[src/hdl/uotx_pkg.sv]
// Shared types and constants for the oversampled 8N1 UART transceiver.
// Used by the front, back and top-level modules; depends on nothing.
package uotx_pkg;

    typedef enum logic [1:0] {
        FUNC_TICK  = 2'd0,
        FUNC_PUSH  = 2'd1,
        FUNC_POP   = 2'd2,
        FUNC_FLUSH = 2'd3
    } uotx_func_t;

    typedef enum logic [1:0] {
        RX_IDLE = 2'd0,
        RX_DATA = 2'd1,
        RX_STOP = 2'd2
    } uotx_rx_phase_t;

    // Bit timing in ticks.
    localparam logic [1:0] TX_TICK_RELOAD = 2'd3;
    localparam logic [2:0] RX_FIRST_WAIT  = 3'd4;
    localparam logic [2:0] RX_BIT_WAIT    = 3'd3;
    localparam logic [3:0] TX_DATA_LAST   = 4'd8;
    localparam logic [3:0] TX_FRAME_LAST  = 4'd9;
    localparam logic [3:0] RX_DATA_BITS   = 4'd8;

    // Result queue in the back part, toward the result channel.
    localparam int QDEPTH = 4;
    localparam int QPW    = $clog2(QDEPTH);
    localparam int QCW    = $clog2(QDEPTH + 1);

    // Result fields known when the item is accepted.
    typedef struct packed {
        logic       tx_line;
        logic [3:0] rx_count;
        logic       data_valid;
        logic       tx_rejected;
        logic       rx_dropped;
    } uotx_res_t;

    // One queued result item, with the popped byte merged in.
    typedef struct packed {
        uotx_res_t  res;
        logic [7:0] rx_data;
    } uotx_out_t;

endpackage

[src/hdl/uotx_ram.sv]
// Generic single-write, single-read RAM with a registered read port.
// Holds the transmit and receive byte FIFOs; depends on nothing.
module uotx_ram #(
    parameter int WIDTH = 8,
    parameter int DEPTH = 16
) (
    input  logic                     clk,
    input  logic                     we,
    input  logic [$clog2(DEPTH)-1:0] waddr,
    input  logic [WIDTH-1:0]         wdata,
    input  logic [$clog2(DEPTH)-1:0] raddr,
    output logic [WIDTH-1:0]         rdata
);

    logic [WIDTH-1:0] mem [DEPTH];
    logic [WIDTH-1:0] rdata_reg;

    always_ff @(posedge clk) begin
        if (we) begin
            mem[waddr] <= wdata;
        end
        rdata_reg <= mem[raddr];
    end

    assign rdata = rdata_reg;

endmodule

[src/hdl/uotx_front.sv]
// Front part: decodes each accepted item and updates the FIFO pointers and
// the transmit and receive bit timers. Depends on uotx_pkg.
module uotx_front #(
    parameter int TX_DEPTH = 16,
    parameter int RX_DEPTH = 16
) (
    input  logic                        aclk,
    input  logic                        aresetn,
    input  logic                        in_take,
    input  uotx_pkg::uotx_func_t        in_func,
    input  logic [7:0]                  in_tx_byte,
    input  logic                        in_rx_line,
    // transmit FIFO memory
    output logic                        tx_we,
    output logic [$clog2(TX_DEPTH)-1:0] tx_waddr,
    output logic [7:0]                  tx_wdata,
    output logic [$clog2(TX_DEPTH)-1:0] tx_raddr,
    input  logic [7:0]                  tx_rdata,
    // receive FIFO memory
    output logic                        rx_we,
    output logic [$clog2(RX_DEPTH)-1:0] rx_waddr,
    output logic [7:0]                  rx_wdata,
    output logic [$clog2(RX_DEPTH)-1:0] rx_raddr,
    // to the back part
    output logic                        res_valid,
    output uotx_pkg::uotx_res_t         res
);
    import uotx_pkg::*;

    localparam int TPW = $clog2(TX_DEPTH);
    localparam int RPW = $clog2(RX_DEPTH);
    localparam int TCW = TPW + 1;
    localparam int RCW = RPW + 1;

    logic [TPW-1:0]  tx_head_reg, tx_head_next, tx_tail_reg, tx_tail_next;
    logic [3:0]      tx_bitpos_reg, tx_bitpos_next;
    logic [1:0]      tx_tick_reg, tx_tick_next, tx_tick_dec;
    logic            tx_level_reg, tx_level_next;
    logic [RPW-1:0]  rx_head_reg, rx_head_next, rx_tail_reg, rx_tail_next;
    uotx_rx_phase_t  rx_phase_reg, rx_phase_next;
    logic [2:0]      rx_tick_reg, rx_tick_next, rx_tick_dec;
    logic [3:0]      rx_bits_reg, rx_bits_next, rx_bits_dec;
    logic [7:0]      rx_shift_reg, rx_shift_next;
    logic            res_valid_reg;
    uotx_res_t       res_reg, res_next, res_base;

    logic [TCW-1:0]  tx_cnt;
    logic [RCW-1:0]  rx_cnt, rx_cnt_next;
    logic [RCW+3:0]  rx_cnt_ext;
    logic            is_tick, tx_busy, rx_full;
    logic [2:0]      tx_bit_idx;

    assign is_tick     = in_take && (in_func == FUNC_TICK);
    assign tx_busy     = tx_head_reg != tx_tail_reg;
    assign tx_tick_dec = tx_tick_reg - 2'd1;
    assign rx_tick_dec = rx_tick_reg - 3'd1;
    assign rx_bits_dec = rx_bits_reg - 4'd1;
    assign tx_bit_idx  = 3'(tx_bitpos_reg - 4'd1);

    assign tx_cnt = (tx_head_reg >= tx_tail_reg)
                  ? TCW'(tx_head_reg) - TCW'(tx_tail_reg)
                  : TCW'(tx_head_reg) + TCW'(TX_DEPTH) - TCW'(tx_tail_reg);
    assign rx_cnt = (rx_head_reg >= rx_tail_reg)
                  ? RCW'(rx_head_reg) - RCW'(rx_tail_reg)
                  : RCW'(rx_head_reg) + RCW'(RX_DEPTH) - RCW'(rx_tail_reg);
    assign rx_cnt_next = (rx_head_next >= rx_tail_next)
                  ? RCW'(rx_head_next) - RCW'(rx_tail_next)
                  : RCW'(rx_head_next) + RCW'(RX_DEPTH) - RCW'(rx_tail_next);
    assign rx_cnt_ext = {4'd0, rx_cnt_next};
    assign rx_full    = rx_cnt >= RCW'(RX_DEPTH - 1);

    // Receive phase: next state.
    always_comb begin
        rx_phase_next = rx_phase_reg;
        if (is_tick) begin
            unique case (rx_phase_reg)
                RX_IDLE: begin
                    if (!in_rx_line) rx_phase_next = RX_DATA;
                end
                RX_DATA: begin
                    if (rx_tick_dec == 3'd0 && rx_bits_dec == 4'd0) rx_phase_next = RX_STOP;
                end
                RX_STOP: begin
                    if (rx_tick_dec == 3'd0) rx_phase_next = RX_IDLE;
                end
                default: rx_phase_next = RX_IDLE;
            endcase
        end
    end

    // Receive phase outputs and the rest of the datapath.
    always_comb begin
        tx_head_next   = tx_head_reg;
        tx_tail_next   = tx_tail_reg;
        tx_bitpos_next = tx_bitpos_reg;
        tx_tick_next   = tx_tick_reg;
        tx_level_next  = tx_level_reg;
        rx_head_next   = rx_head_reg;
        rx_tail_next   = rx_tail_reg;
        rx_tick_next   = rx_tick_reg;
        rx_bits_next   = rx_bits_reg;
        rx_shift_next  = rx_shift_reg;
        tx_we          = 1'b0;
        rx_we          = 1'b0;
        res_base       = '0;

        if (in_take) begin
            case (in_func)
                FUNC_TICK: begin
                    // Transmit timer runs only while a byte is waiting.
                    if (tx_busy) begin
                        tx_tick_next = tx_tick_dec;
                        if (tx_tick_dec == 2'd0) begin
                            if (tx_bitpos_reg == 4'd0) begin
                                tx_level_next = 1'b0;
                            end else if (tx_bitpos_reg <= TX_DATA_LAST) begin
                                tx_level_next = tx_rdata[tx_bit_idx];
                            end else begin
                                tx_level_next = 1'b1;
                                tx_tail_next  = (tx_tail_reg == TPW'(TX_DEPTH - 1))
                                              ? '0 : tx_tail_reg + 1'b1;
                            end
                            tx_bitpos_next = (tx_bitpos_reg >= TX_FRAME_LAST)
                                           ? 4'd0 : tx_bitpos_reg + 4'd1;
                            tx_tick_next   = TX_TICK_RELOAD;
                        end
                    end
                    unique case (rx_phase_reg)
                        RX_IDLE: begin
                            if (!in_rx_line) begin
                                rx_shift_next = 8'd0;
                                rx_tick_next  = RX_FIRST_WAIT;
                                rx_bits_next  = RX_DATA_BITS;
                            end
                        end
                        RX_DATA: begin
                            rx_tick_next = rx_tick_dec;
                            if (rx_tick_dec == 3'd0) begin
                                rx_tick_next  = RX_BIT_WAIT;
                                rx_shift_next = {in_rx_line, rx_shift_reg[7:1]};
                                rx_bits_next  = rx_bits_dec;
                            end
                        end
                        RX_STOP: begin
                            rx_tick_next = rx_tick_dec;
                            if (rx_tick_dec == 3'd0) begin
                                if (rx_full) begin
                                    res_base.rx_dropped = 1'b1;
                                end else begin
                                    rx_we        = 1'b1;
                                    rx_head_next = (rx_head_reg == RPW'(RX_DEPTH - 1))
                                                 ? '0 : rx_head_reg + 1'b1;
                                end
                            end
                        end
                        default: rx_tick_next = rx_tick_reg;
                    endcase
                end
                FUNC_PUSH: begin
                    if (tx_cnt >= TCW'(TX_DEPTH - 1)) begin
                        res_base.tx_rejected = 1'b1;
                    end else begin
                        tx_we        = 1'b1;
                        tx_head_next = (tx_head_reg == TPW'(TX_DEPTH - 1))
                                     ? '0 : tx_head_reg + 1'b1;
                    end
                end
                FUNC_POP: begin
                    // The memory reads rx_tail every cycle; the byte joins the
                    // result item in the back part in the next cycle.
                    if (rx_head_reg != rx_tail_reg) begin
                        res_base.data_valid = 1'b1;
                        rx_tail_next = (rx_tail_reg == RPW'(RX_DEPTH - 1))
                                     ? '0 : rx_tail_reg + 1'b1;
                    end
                end
                FUNC_FLUSH: begin
                    rx_head_next = rx_tail_reg;
                end
                default: rx_head_next = rx_head_reg;
            endcase
        end
        res_base.tx_line = tx_level_next;
    end

    // The count after the item depends on the updated pointers.
    always_comb begin
        res_next          = res_base;
        res_next.rx_count = rx_cnt_ext[3:0];
    end

    assign tx_waddr = tx_head_reg;
    assign tx_wdata = in_tx_byte;
    assign tx_raddr = tx_tail_reg;
    assign rx_waddr = rx_head_reg;
    assign rx_wdata = rx_shift_reg;
    assign rx_raddr = rx_tail_reg;

    always_ff @(posedge aclk) begin
        if (!aresetn) begin
            tx_head_reg   <= '0;
            tx_tail_reg   <= '0;
            tx_bitpos_reg <= 4'd0;
            tx_tick_reg   <= TX_TICK_RELOAD;
            tx_level_reg  <= 1'b1;
            rx_head_reg   <= '0;
            rx_tail_reg   <= '0;
            rx_phase_reg  <= RX_IDLE;
            rx_tick_reg   <= 3'd0;
            rx_bits_reg   <= 4'd0;
            rx_shift_reg  <= 8'd0;
            res_valid_reg <= 1'b0;
        end else begin
            tx_head_reg   <= tx_head_next;
            tx_tail_reg   <= tx_tail_next;
            tx_bitpos_reg <= tx_bitpos_next;
            tx_tick_reg   <= tx_tick_next;
            tx_level_reg  <= tx_level_next;
            rx_head_reg   <= rx_head_next;
            rx_tail_reg   <= rx_tail_next;
            rx_phase_reg  <= rx_phase_next;
            rx_tick_reg   <= rx_tick_next;
            rx_bits_reg   <= rx_bits_next;
            rx_shift_reg  <= rx_shift_next;
            res_valid_reg <= in_take;
        end
    end

    always_ff @(posedge aclk) begin
        if (in_take) begin
            res_reg <= res_next;
        end
    end

    assign res_valid = res_valid_reg;
    assign res       = res_reg;

    a_rx_tick_range: assert property (@(posedge aclk) disable iff (!aresetn)
        rx_tick_reg <= RX_FIRST_WAIT)
        else $error("receive tick counter out of range");

    a_tx_bitpos_range: assert property (@(posedge aclk) disable iff (!aresetn)
        tx_bitpos_reg <= TX_FRAME_LAST)
        else $error("transmit bit position out of range");

    a_rx_idle_tick: assert property (@(posedge aclk) disable iff (!aresetn)
        rx_phase_reg == RX_IDLE |-> rx_tick_reg == 3'd0)
        else $error("receive timer running while waiting for start");

    a_tx_idle_hold: assert property (@(posedge aclk) disable iff (!aresetn)
        !tx_busy |=> $stable(tx_level_reg) && $stable(tx_bitpos_reg))
        else $error("transmitter moved with an empty FIFO");

endmodule

[src/hdl/uotx_back.sv]
// Back part: merges the popped byte into each result item and holds the
// items in a short queue toward the result channel. Depends on uotx_pkg.
module uotx_back (
    input  logic                aclk,
    input  logic                aresetn,
    input  logic                res_valid,
    input  uotx_pkg::uotx_res_t res,
    input  logic [7:0]          rx_rdata,
    output logic                can_take,
    output logic                m_tvalid,
    input  logic                m_tready,
    output logic [15:0]         m_tdata,
    output logic [0:0]          m_tuser
);
    import uotx_pkg::*;

    uotx_out_t        q_mem [QDEPTH];
    logic [QPW-1:0]   wr_ptr_reg, wr_ptr_next, rd_ptr_reg, rd_ptr_next;
    logic [QCW-1:0]   q_cnt_reg, q_cnt_next;
    uotx_out_t        entry, head;
    logic             push, pop;

    assign entry.res     = res;
    assign entry.rx_data = res.data_valid ? rx_rdata : 8'd0;

    assign push = res_valid;
    assign pop  = m_tvalid && m_tready;

    // Room must cover the item already on its way from the front.
    assign can_take = (q_cnt_reg + QCW'(res_valid)) < QCW'(QDEPTH);

    always_comb begin
        wr_ptr_next = push ? wr_ptr_reg + 1'b1 : wr_ptr_reg;
        rd_ptr_next = pop ? rd_ptr_reg + 1'b1 : rd_ptr_reg;
        q_cnt_next  = q_cnt_reg + QCW'(push) - QCW'(pop);
    end

    always_ff @(posedge aclk) begin
        if (!aresetn) begin
            wr_ptr_reg <= '0;
            rd_ptr_reg <= '0;
            q_cnt_reg  <= '0;
        end else begin
            wr_ptr_reg <= wr_ptr_next;
            rd_ptr_reg <= rd_ptr_next;
            q_cnt_reg  <= q_cnt_next;
        end
    end

    always_ff @(posedge aclk) begin
        if (push) begin
            q_mem[wr_ptr_reg] <= entry;
        end
    end

    assign head     = q_mem[rd_ptr_reg];
    assign m_tvalid = q_cnt_reg != '0;
    assign m_tdata  = {1'b0, head.res.rx_dropped, head.res.tx_rejected,
                       head.res.rx_count, head.rx_data, head.res.tx_line};
    assign m_tuser  = head.res.data_valid;

    a_no_overflow: assert property (@(posedge aclk) disable iff (!aresetn)
        res_valid |-> q_cnt_reg < QCW'(QDEPTH))
        else $error("result queue written while full");

    a_cnt_range: assert property (@(posedge aclk) disable iff (!aresetn)
        q_cnt_reg <= QCW'(QDEPTH))
        else $error("result queue count out of range");

    a_data_masked: assert property (@(posedge aclk) disable iff (!aresetn)
        m_tvalid && !m_tuser[0] |-> m_tdata[8:1] == 8'd0)
        else $error("byte shown on an item without a popped byte");

endmodule

[src/hdl/uart_8n1_oversampled_transceiver.sv]
// Top level of the 8N1 UART transceiver with three ticks per bit.
// Instantiates uotx_front, uotx_back and two uotx_ram; depends on uotx_pkg.
//
//  Channel | Direction | tdata (low bit up)                        | tuser
//  s_      | in        | tx_byte[7:0], rx_line[8], zero [15:9]     | func[1:0]
//  m_      | out       | tx_line[0], rx_data[8:1], rx_count[12:9], | rx_data_valid[0]
//          |           | tx_rejected[13], rx_dropped[14], zero[15] |
//
// One item is accepted per cycle while s_tready is high; the front registers its result
// and updates all pointers and bit timers in the cycle of acceptance. The popped byte
// comes from the receive FIFO memory's registered read and joins it in the back part.
// A four-item result queue decouples the two sides; s_tready falls only when that
// queue, counting the item in flight, is full.
// Reset is synchronous; the FIFO memories are not cleared.
module uart_8n1_oversampled_transceiver #(
    parameter int TX_DEPTH = 16,
    parameter int RX_DEPTH = 16
) (
    input  logic        aclk,
    input  logic        aresetn,
    input  logic        s_tvalid,
    output logic        s_tready,
    input  logic [15:0] s_tdata,   // tx_byte, rx_line
    input  logic [1:0]  s_tuser,   // func
    output logic        m_tvalid,
    input  logic        m_tready,
    output logic [15:0] m_tdata,   // tx_line, rx_data, rx_count, tx_rejected, rx_dropped
    output logic [0:0]  m_tuser    // rx_data_valid
);
    import uotx_pkg::*;

    localparam int TPW = $clog2(TX_DEPTH);
    localparam int RPW = $clog2(RX_DEPTH);

    logic           take;
    logic           tx_we, rx_we;
    logic [TPW-1:0] tx_waddr, tx_raddr;
    logic [RPW-1:0] rx_waddr, rx_raddr;
    logic [7:0]     tx_wdata, tx_rdata, rx_wdata, rx_rdata;
    logic           res_valid, can_take;
    uotx_res_t      res;

    assign s_tready = can_take;
    assign take     = s_tvalid && s_tready;

    uotx_front #(
        .TX_DEPTH (TX_DEPTH),
        .RX_DEPTH (RX_DEPTH)
    ) u_front (
        .aclk       (aclk),
        .aresetn    (aresetn),
        .in_take    (take),
        .in_func    (uotx_func_t'(s_tuser)),
        .in_tx_byte (s_tdata[7:0]),
        .in_rx_line (s_tdata[8]),
        .tx_we      (tx_we),
        .tx_waddr   (tx_waddr),
        .tx_wdata   (tx_wdata),
        .tx_raddr   (tx_raddr),
        .tx_rdata   (tx_rdata),
        .rx_we      (rx_we),
        .rx_waddr   (rx_waddr),
        .rx_wdata   (rx_wdata),
        .rx_raddr   (rx_raddr),
        .res_valid  (res_valid),
        .res        (res)
    );

    uotx_ram #(
        .WIDTH (8),
        .DEPTH (TX_DEPTH)
    ) u_tx_ram (
        .clk   (aclk),
        .we    (tx_we),
        .waddr (tx_waddr),
        .wdata (tx_wdata),
        .raddr (tx_raddr),
        .rdata (tx_rdata)
    );

    uotx_ram #(
        .WIDTH (8),
        .DEPTH (RX_DEPTH)
    ) u_rx_ram (
        .clk   (aclk),
        .we    (rx_we),
        .waddr (rx_waddr),
        .wdata (rx_wdata),
        .raddr (rx_raddr),
        .rdata (rx_rdata)
    );

    uotx_back u_back (
        .aclk      (aclk),
        .aresetn   (aresetn),
        .res_valid (res_valid),
        .res       (res),
        .rx_rdata  (rx_rdata),
        .can_take  (can_take),
        .m_tvalid  (m_tvalid),
        .m_tready  (m_tready),
        .m_tdata   (m_tdata),
        .m_tuser   (m_tuser)
    );

endmodule
[config.mk]
export PLATFORM = sky130hd
export DESIGN_NAME = uart_8n1_oversampled_transceiver
export DESIGN_NICKNAME = d
export VERILOG_FILES = /design/src/hdl/uotx_pkg.sv /design/src/hdl/uotx_ram.sv /design/src/hdl/uotx_front.sv /design/src/hdl/uotx_back.sv /design/src/hdl/uart_8n1_oversampled_transceiver.sv
export SDC_FILE = /design/constraint.sdc
export NUM_CORES = 1
export LEC_CHECK = 0
export BUFFER_PORTS_ARGS = -buffer_cell sky130_fd_sc_hd__buf_2
export CAP_MARGIN = 10
export CORE_MARGIN = 2
export CORE_UTILIZATION = 25
export DETAILED_ROUTE_END_ITERATION = 6
export PLACE_DENSITY = 0.38
export SLEW_MARGIN = 15
export SYNTH_ARGS = -nofsm -noshare
export SYNTH_HDL_FRONTEND = slang
export SYNTH_HIERARCHICAL = 1
export SYNTH_SLANG_ARGS = --single-unit
[constraint.sdc]
create_clock -name aclk -period 4.55 [get_ports aclk]
set_clock_uncertainty 0.1 [all_clocks]
set_input_delay 0.2275 -clock aclk [delete_from_list [all_inputs] [get_ports aclk]]
set_output_delay 0.2275 -clock aclk [all_outputs]
set_load 0.01 [all_outputs]
==> reports/results.ini, run 1 <==
[routing]
drtIter0Drc=496
ant_nets=0
drc=0
wire_per_inst_um=18.5
vias=8508
firstDrtPassIters=4
wl_um=36000
viasPerCell=4.36

[synthesis]
synth_nets=1032
synth_cells=970
async_reset_ff_frac=0
synth-seq-cells=394
yosys.cell_types.count=69
synthTopCellsByArea=edfxtp_1 60%, dfxtp_1 8.1%, mux4_2 6.7%, mux4_1 5.4%, ha_1 2.9%
synth_top_area_cell=edfxtp_1
syn_area_per_cell_um2=16.9
synth_top_area_share=0.600
ys.flop_type=edfxtp_1
yosys-top-cells-count=328 x edfxtp_1, 66 x dfxtp_1, 66 x nand2_1, 49 x mux4_2, 48 x nor2_1
synth.most_common_cell=edfxtp_1
syn_area_um2=16400
synth_edf_count=328
yosys_warnings=6
synth-seq-area-share=0.681

[placement]
io_buffers=32
hpwlAfterDp_um=22100
gp_congestion=0.716

[critical_path]
crit_start=u_front/rx_waddr[0]
worst_setup_path_end_kind=flop
worstPathRequired_ns=4.76
cp_slowest_cell=or3_2
critPathKind=reg -> reg
cp_cell_sequence=inv_1, ha_1, inv_1, fa_1, xor2_1, nand3b_1, nor3b_2, nor4_1, or3_2, ha_1, nor2b_1, a21oi_1, o31a_1, xor3_1
r2r_start=u_front/rx_waddr[0]
path_max_fanout=7
worstPathArrival_ns=4.22
cp_slowest_stage_delay_ns=0.51
cp-start-kind=flop

[floorplanning]
die_x_um=260
die_area_um2=67700
die_h_um=260
start_util=0.254
core-area_um2=64700
ioPinCount=41
rows=93

[sta]
setup_viol=0
relSlewSlack=0.387
finalCritPeriodShare=0.881
finalHoldViolations=0
finalSetupTns_ns=0
min_period_ns=4.01
slew_violations=0
max_freq_mhz=250
worstMarginPinSlew_ns=0.920
rsz0062_at_grt=false

[clock_tree]
numCtsBuffers=46
htreeDepth=2
cts-root-buf=clkbuf_16
post_cts_buffers=0
cts.sinks=394
clk_pin_slew_worst_paths_ns=0.06
cts.path.max_buffers=3
cts-resized-gates=0
cts_tree=built
clkLatencyLatePin_ns=0.58

[global_route]
grt_max_degree=39
overflow=0
grt_pass1_vias=8763
grt_usage=0.109
grt_pass1_wl_um=55000
antenna_found_initial=0

[flow_run]
drv_cap=0

[min_path]
hold_class=in -> reg
min-delay-start=s_tuser[0]

[finish]
multi_input_comb_area_um2=4790
area_growth_pct=16.9
top_regs=u_rx_ram/mem x128, u_tx_ram/mem x128, u_back/q_mem x64
layout-drive-gt1-share=0.191
nNetsFinal=1124
post-route-util=0.296
n_antenna_cell=0
nFillCells=6465
regArea_um2=11200

[power_and_ir_drop]
cellPowerDensity_nw_per_um2=418
p_leak_nw=6.38
peakVddDrop_uv=258

[status]
outcome=complete, no violations

through the flow:
stage / hold WS, ns / power, mW / instance area [um2] / instances / setup slack (ns)
6_report: 0.128 / 8.02 / 19200 / 1952 / 0.543
5_1_grt: 0.154 / 8.39 / 19200 / 1952 / 0.239
4_1_cts: 0.0930 / 8.19 / 19200 / 1952 / 0.517
3_5_place_dp: 0.371 / 4.62 / 17600 / 1858 / 0.548
3_3_place_gp: 0.365 / 4.62 / 17600 / 1858 / 0.531
2_1_floorplan: 0.249 / 4.45 / 16400 / 970 / 0.455
report_power, final:
part,switching (mW),internal [mW],total (mW)
Clock,1.45,2.04,3.49
Combinational,0.261,0.231,0.492
Sequential,0.0558,3.98,4.04
Total,1.77,6.26,8.02
worst max-delay path: cells and delay by family (launching register included):
kind | cells | cell delay (ns)
adders and majority gates | 3 | 0.95
buffers and inverters | 2 | 0.17
AOI/OAI and AO/OA | 2 | 0.23
DFF | 1 | 0.31
and+or+nand+nor | 5 | 1.47
xor gates and xnor gates | 2 | 0.52
cell families after synthesis:
kind of cell | Yosys count | share of synthesized area
DFF | 394 | 0.681
adders and majority gates | 40 | 0.0314
other | 1 | 0.000229
AOI/OAI and AO/OA | 111 | 0.0463
buffers and inverters | 77 | 0.0273
muxes | 99 | 0.132
xor gates and xnor gates | 15 | 0.0102
and+or+nand+nor | 233 | 0.0716
cell type report:
class,instances,share of cell area
Sequential cell,394,0.583
Clock inverter,19,0.00855
Clock buffer,64,0.0656
Tap cell,855,0.0558
Multi-Input combinational cell,499,0.250
Inverter,36,0.00705
Timing Repair Buffer,85,0.0305
placed cells by master, fill, tap and decap left out, types with 9 or more instances in the layout:
| master | count |
|---|---|
| and2_1 | 24 |
| mux4_1 | 34 |
| nor2_1 | 48 |
| buf_4 | 42 |
| ha_1 | 38 |
| clkbuf_1 | 14 |
| nand2b_1 | 9 |
| mux2i_1 | 12 |
| a22oi_1 | 32 |
| nor2b_1 | 13 |
| edfxtp_1 | 328 |
| mux4_2 | 49 |
| nor3_1 | 13 |
| xnor2_1 | 10 |
| clkbuf_16 | 46 |
| nand2_1 | 66 |
| dlygate4sd3_1 | 11 |
| o21ai_0 | 16 |
| dfxtp_1 | 63 |
| buf_2 | 32 |
| inv_1 | 35 |
| nand3_1 | 23 |
| a21oi_1 | 30 |
what timing repair did:
action / 4_1_cts / 5_1_grt
endpoints found under the setup margin: 0 / 0
hold buffers: 11 / 0
endpoints found under the hold margin: 136 / 0
per-layer routing:
layer,share of wire,track usage,up-vias
met5,0,0,-
met1,0.44,0.140,4315
met3,0.036,0.0210,55
li1,-,-,3995
met2,0.50,0.183,143
met4,0.025,0.0371,0
worst paths after layout:
| kind | to | depth (start not counted) | slack, ns |
|---|---|---|---|
| worst max-delay path | u_front/res[6] | 14 | 0.54 |
| worst min-delay path | u_front/res[1] | 3 | 0.13 |
| worst max register to register | u_front/res[6] | 14 | 0.54 |
| worst min register to register | u_front/rx_tick_reg[2] | 2 | 0.37 |
(Power assumes the default switching activity.)
==> run 2: changes to the inputs <==
CTS_BUF_LIST = sky130_fd_sc_hd__clkbuf_2 sky130_fd_sc_hd__clkbuf_4 sky130_fd_sc_hd__clkbuf_8   (was not set)
==> run 2 against run 1 <==
Against the previous run: count of clock-buffer cells in the layout grew 44; utilization grew 0.20 points; sequential cell count is the same; largest power group unchanged; critical path type unchanged; die area is the same; critical endpoint unchanged; power grew 0.61%; critical path depth is the same; global-route usage grew 0.18 points; cell area grew 0.67%; sequential share of layout area shrank 0.39 points; first-iteration DRC count grew 0.20%; register-to-register slack is essentially flat; combinational power is essentially flat.
==> reports/results.ini, run 2 (synthesis results as in run 1) <==
[finish]
layoutNonFillerInstCount=2007  ; +2.8%
nNetsFinal=1152  ; +2.5%
nFillCells=6494  ; +0.45%
final_common_cell=edfxtp_1
top_regs=u_rx_ram/mem x128, u_tx_ram/mem x128, u_back/q_mem x64
final_cell_mix=328 x edfxtp_1, 79 x clkbuf_8, 66 x nand2_1
area_growth_pct=17.7
layout-drive-gt1-share=0.233  ; +0.0423

[min_path]
hold_class=in -> reg
min-delay-start=s_tuser[0]

[routing]
vias=8679  ; +2.0%
wire_per_inst_um=18.2  ; -1.5%
firstDrtPassIters=6  ; +2
drc=0  ; unchanged
drtIter0Drc=497  ; +0.20%
wl_um=36500  ; +1.2%
ant_nets=0  ; unchanged
viasPerCell=4.32  ; -0.79%

[power_and_ir_drop]
pwr-share-comb=0.061  ; about the same
seqPwrFrac=0.500  ; -0.003
clockPowerShare=0.438  ; +0.003
sw_frac_of_total=0.227  ; +0.00641
p_leak_nw=6.50  ; +1.9%
internal_power_mw=6.24  ; -0.22%
cellPowerDensity_nw_per_um2=418  ; about the same
p_sw_mw=1.83  ; +3.5%
total_power_mw=8.07  ; +0.61%
peakVddDrop_uv=171  ; -34%

[clock_tree]
numCtsBuffers=74  ; +61%
clkLatencyLatePin_ns=0.64  ; +0.06 ns
cts-resized-gates=0  ; unchanged
cts.sinks=394  ; unchanged
cts-root-buf=clkbuf_8
cts_tree=built
htreeDepth=3  ; +1
cts.path.max_buffers=3  ; unchanged
clk_pin_slew_worst_paths_ns=0.06  ; about the same

[critical_path]
r2r_start=u_front/rx_waddr[0]
path_max_fanout=7  ; unchanged
crit_buf_inv=2  ; unchanged
cp_slowest_cell=or3_2
worstPathArrival_ns=4.29  ; +0.07 ns
cp_slowest_stage_delay_ns=0.52  ; about the same
critPathKind=reg -> reg
worstPathRequired_ns=4.83  ; +0.07 ns
crit_start=u_front/rx_waddr[0]
cp-start-kind=flop
worst_setup_path_end_kind=flop
cp_cell_sequence=inv_1, ha_1, inv_1, fa_1, xor2_1, nand3b_1, nor3b_2, nor4_1, or3_2, ha_1, nor2b_1, a21oi_1, o31a_1, xor3_1
critPathTopFamily=simple AND/OR/NAND/NOR gates

[sta]
setup_viol=0  ; unchanged
min_period_ns=4.01  ; +0.00169 ns
finalHoldViolations=0  ; unchanged
relSlewSlack=0.395  ; +0.00808
worstMarginPinSlew_ns=0.907  ; -0.0121 ns
finalCritPeriodShare=0.881  ; about the same
slew_violations=0  ; unchanged
max_freq_mhz=249  ; about the same
finalSetupTns_ns=0  ; unchanged
rsz0062_at_grt=false

[global_route]
grt_pass1_wl_um=55600  ; +1.1%
antenna_found_initial=1  ; +1
overflow=0  ; unchanged
grt_usage=0.111  ; +0.00177
grt_pass1_vias=9058  ; +3.4%
grt_max_degree=39  ; unchanged

[floorplanning]
die_area_um2=67700  ; unchanged
die_h_um=260  ; unchanged
core-area_um2=64700  ; unchanged
rows=93  ; unchanged
ioPinCount=41  ; unchanged
die_x_um=260  ; unchanged
start_util=0.254  ; unchanged

[flow_run]
drv_cap=0  ; unchanged

[placement]
hpwlAfterDp_um=22100  ; unchanged
dp.cells=1858  ; unchanged
gp_congestion=0.716  ; unchanged
io_buffers=32  ; unchanged

[status]
outcome=complete, no violations

==> run 2: changes by cell type in the layout (fill, tap and decap cells not counted), moves of 2 or more <==
cell,before,now
clkbuf_4,0,29
inv_6,3,0
inv_8,0,2
clkbuf_1,14,0
clkbuf_8,4,79
clkinv_1,6,15
clkbuf_16,46,0
==> run 2: worst paths after layout <==
check | to | slack [ns] | cells past startpoint
setup / recovery | u_front/res[6] | 0.54 | 14
hold / removal | u_front/res[1] | 0.06 | 3
setup reg to reg | u_front/res[6] | 0.54 | 14
hold reg to reg | u_front/rx_tick_reg[2] | 0.37 | 2
==> run 2: layout make-up <==
cell class	count	area, um2	share of cell area
Antenna cell	1	2.50	0.000130
Clock buffer	108	1310	0.0676
Inverter	36	135	0.00700
Multi-Input combinational cell	499	4790	0.248
Tap cell	855	1070	0.0554
Timing Repair Buffer	85	586	0.0303
Sequential cell	394	11200	0.579
Clock inverter	29	243	0.0126
==> run 2: power by group through the flow <==
stage | registers, mW | logic, mW | clock network [mW]
2_1_floorplan | 4.09 | 0.367 | 0
3_3_place_gp | 4.11 | 0.502 | 0
3_5_place_dp | 4.12 | 0.503 | 0
4_1_cts | 4.04 | 0.512 | 3.70
5_1_grt | 4.05 | 0.555 | 3.86
6_report | 4.04 | 0.493 | 3.54
==> run 2: what timing repair did <==
| action | 4_1_cts | 5_1_grt |
|---|---|---|
| buffers inserted | 0 | 0 |
| hold endpoints to repair | 149 | 0 |
| hold buffers | 11 | 0 |
==> run 2: routing by layer <==
| layer | share of wire | vias to the layer above | GRT usage |
|---|---|---|---|
| li1 | - | 4071 | - |
| met4 | 0.026 | 0 | 0.0422 |
| met5 | 0 | - | 0 |
| met1 | 0.44 | 4378 | 0.139 |
| met2 | 0.49 | 164 | 0.184 |
| met3 | 0.042 | 66 | 0.0266 |
==> run 2: tightest hold or removal path: stages <==
cell and delay (ns):
buf_2 0.11, ha_1 0.16, nor2b_1 0.17
==> run 2: through the flow <==
step | instance area, um2 | hold slack (ns) | worst slack [ns] | utilization
floorplan | 16400 | 0.249 | 0.455 | -
global placement | 17600 | 0.365 | 0.531 | 0.273
CTS | 19300 | 0.00423 | 0.527 | 0.298
detailed placement | 17600 | 0.371 | 0.548 | 0.273
finish | 19300 | 0.0612 | 0.541 | 0.298
global route | 19300 | 0.0699 | 0.245 | 0.298
==> run 3: changes to the inputs <==
BUFFER_PORTS_ARGS = -buffer_cell sky130_fd_sc_hd__buf_4   (was -buffer_cell sky130_fd_sc_hd__buf_2)
==> run 3 against run 2 <==
Against the previous run: hold slack improved by 0.013 ns; worst setup slack got worse by 0.083 ns; critical path depth unchanged; utilization increased by 0.052 points; critical path type unchanged; highest routed layer unchanged.
==> reports/results.ini, run 3 (synthesis results as in run 1) <==
[status]
outcome=complete, no violations

[global_route]
grt_pass1_wl_um=56500  ; +1.6%
grt_max_degree=39  ; unchanged
grt_use_met3=0.0273  ; +0.000682
overflow=0  ; unchanged
top_usage_layer=met2
globalRouteMet2Util=0.188  ; +0.00392
met1_usage=0.139  ; -0.000471
antenna_found_initial=1  ; unchanged
grt_pass1_vias=9087  ; +0.32%
grt_usage=0.112  ; +0.00153

[finish]
top_regs=u_rx_ram/mem x128, u_tx_ram/mem x128, u_back/q_mem x64
final_cell_mix=328 x edfxtp_1, 80 x clkbuf_8, 73 x buf_4
area_growth_pct=17.9
layout-drive-gt1-share=0.231  ; -0.00160
regArea_um2=11200  ; about the same
nFillCells=6478  ; -0.25%
final_cell_area_um2=19300  ; +0.17%
nNetsFinal=1151  ; -0.087%
final_common_cell=edfxtp_1
multi_input_comb_area_um2=4790  ; unchanged

[routing]
vias=8627  ; -0.60%
drc=0  ; unchanged
wl_um=36700  ; +0.68%
viasPerCell=4.31  ; -0.40%
firstDrtPassIters=4  ; -2
drtIter0Drc=492  ; -1.0%
ant_nets=0  ; unchanged
wire_per_inst_um=18.3  ; +0.88%

[min_path]
min-delay-start=s_tvalid
hold_class=in -> reg
min_to=u_front/res[7]
holdPathStages=3  ; unchanged

[critical_path]
worstPathArrival_ns=4.38  ; +0.09 ns
worstReg2RegEnd=u_front/res[6]
cp_slowest_cell=or3_2
cp-start-kind=flop
r2r_start=u_front/rx_waddr[0]
worst_setup_path_end_kind=flop
critPathKind=reg -> reg
path_max_fanout=7  ; unchanged
worstPathRequired_ns=4.83  ; about the same
reg2reg_depth=14  ; unchanged
cp_cell_sequence=inv_1, ha_1, inv_1, fa_1, xor2_1, nand3b_1, nor3b_2, nor4_1, or3_2, ha_1, nor2b_1, a21oi_1, o31a_1, xor3_1
reg2reg_setup_slack_ns=0.46  ; -0.08 ns
cp_slowest_stage_delay_ns=0.52  ; about the same

[clock_tree]
cts.path.max_buffers=3  ; unchanged
htreeDepth=3  ; unchanged
clk_pin_slew_worst_paths_ns=0.06  ; about the same
clkLatencyLatePin_ns=0.65  ; about the same
cts.sinks=394  ; unchanged
post_cts_buffers=0  ; unchanged
cts-root-buf=clkbuf_8
cts_tree=built
numCtsBuffers=73  ; -1.4%

[flow_run]
drv_cap=0  ; unchanged

[floorplanning]
ioPinCount=41  ; unchanged
die_area_um2=67700  ; unchanged
start_util=0.254  ; unchanged
rows=93  ; unchanged
die_h_um=260  ; unchanged
core-area_um2=64700  ; unchanged
die_x_um=260  ; unchanged

[sta]
finalCritPeriodShare=0.899  ; +0.0183
rsz0062_at_grt=false
relSlewSlack=0.392  ; -0.00270
slew_violations=0  ; unchanged
finalSetupTns_ns=0  ; unchanged
setup_viol=0  ; unchanged
finalHoldViolations=0  ; unchanged
worstMarginPinSlew_ns=0.911  ; +0.00406 ns
max_freq_mhz=244  ; -2.0%
min_period_ns=4.09  ; +0.0835 ns
timing.hold.ws_ns=0.0738  ; +0.0127 ns

[placement]
io_buffers=32  ; unchanged
hpwlAfterDp_um=22300  ; +0.92%
placed_cell_area_um2=17700  ; +0.40%
gp_congestion=0.711  ; -0.80%

[power_and_ir_drop]
p_leak_nw=6.51  ; +0.15%
cellPowerDensity_nw_per_um2=415  ; -0.81%
peakVddDrop_uv=187  ; +9.3%

==> run 3: repair_timing <==
item,in CTS,in global routing
gates resized for setup,0,0
endpoints found under the hold margin,152,0
hold buffers,12,0
==> run 3: per-stage QoR <==
| stage | total power [mW] | instances | util | setup slack [ns] |
|---|---|---|---|---|
| floorplan | 4.45 | 970 | - | 0.455 |
| global placement | 4.66 | 1857 | 0.274 | 0.541 |
| detailed placement | 4.66 | 1857 | 0.274 | 0.490 |
| CTS | 8.20 | 2001 | 0.299 | 0.468 |
| global route | 8.41 | 2003 | 0.299 | 0.100 |
| finish | 8.02 | 2003 | 0.299 | 0.458 |
==> run 3: worst max-delay path by stage <==
stage | startpoint | to | slack, ns | depth (start not counted)
final | u_front/rx_waddr[0] | u_front/res[6] | 0.46 | 14
after global routing | u_front/rx_waddr[0] | u_front/res[6] | 0.10 | 14
after detailed placement | u_front/rx_waddr[0] | u_front/res[6] | 0.49 | 14
after CTS | u_front/rx_waddr[0] | u_front/res[6] | 0.47 | 14
after floorplan | u_front/res_valid | u_front/res[6] | 0.46 | 14
after global placement | u_front/rx_waddr[0] | u_front/res[6] | 0.54 | 14
==> run 3: worst max-delay path, delay by kind of cell (launching register included) <==
family | cells | cell delay, ns
and+or+nand+nor | 5 | 1.55
adders and majority gates | 3 | 0.96
xor gates and xnor gates | 2 | 0.52
DFF | 1 | 0.31
AOI/OAI and AO/OA | 2 | 0.23
buffers and inverters | 2 | 0.15
==> run 3: metal layers <==
metal / wire length, um / vias up
met5: 0 / -
met4: 1000 / 0
met3: 1350 / 64
met2: 18100 / 156
met1: 16300 / 4343
li1: - / 4064
==> run 3: layout make-up <==
cell class | count | share of cell area
flip-flops and latches | 394 | 0.578
inverters | 36 | 0.00699
diodes | 2 | 0.000259
multi-input cells | 499 | 0.248
well taps | 855 | 0.0553
repair buffers | 85 | 0.0345
clock inverters | 25 | 0.0100
clock buffers | 107 | 0.0674
==> run 3: report_power, final <==
part / internal [mW] / switching [mW]
sequential: 3.98 / 0.0578
clock: 1.92 / 1.52
combinational: 0.269 / 0.265
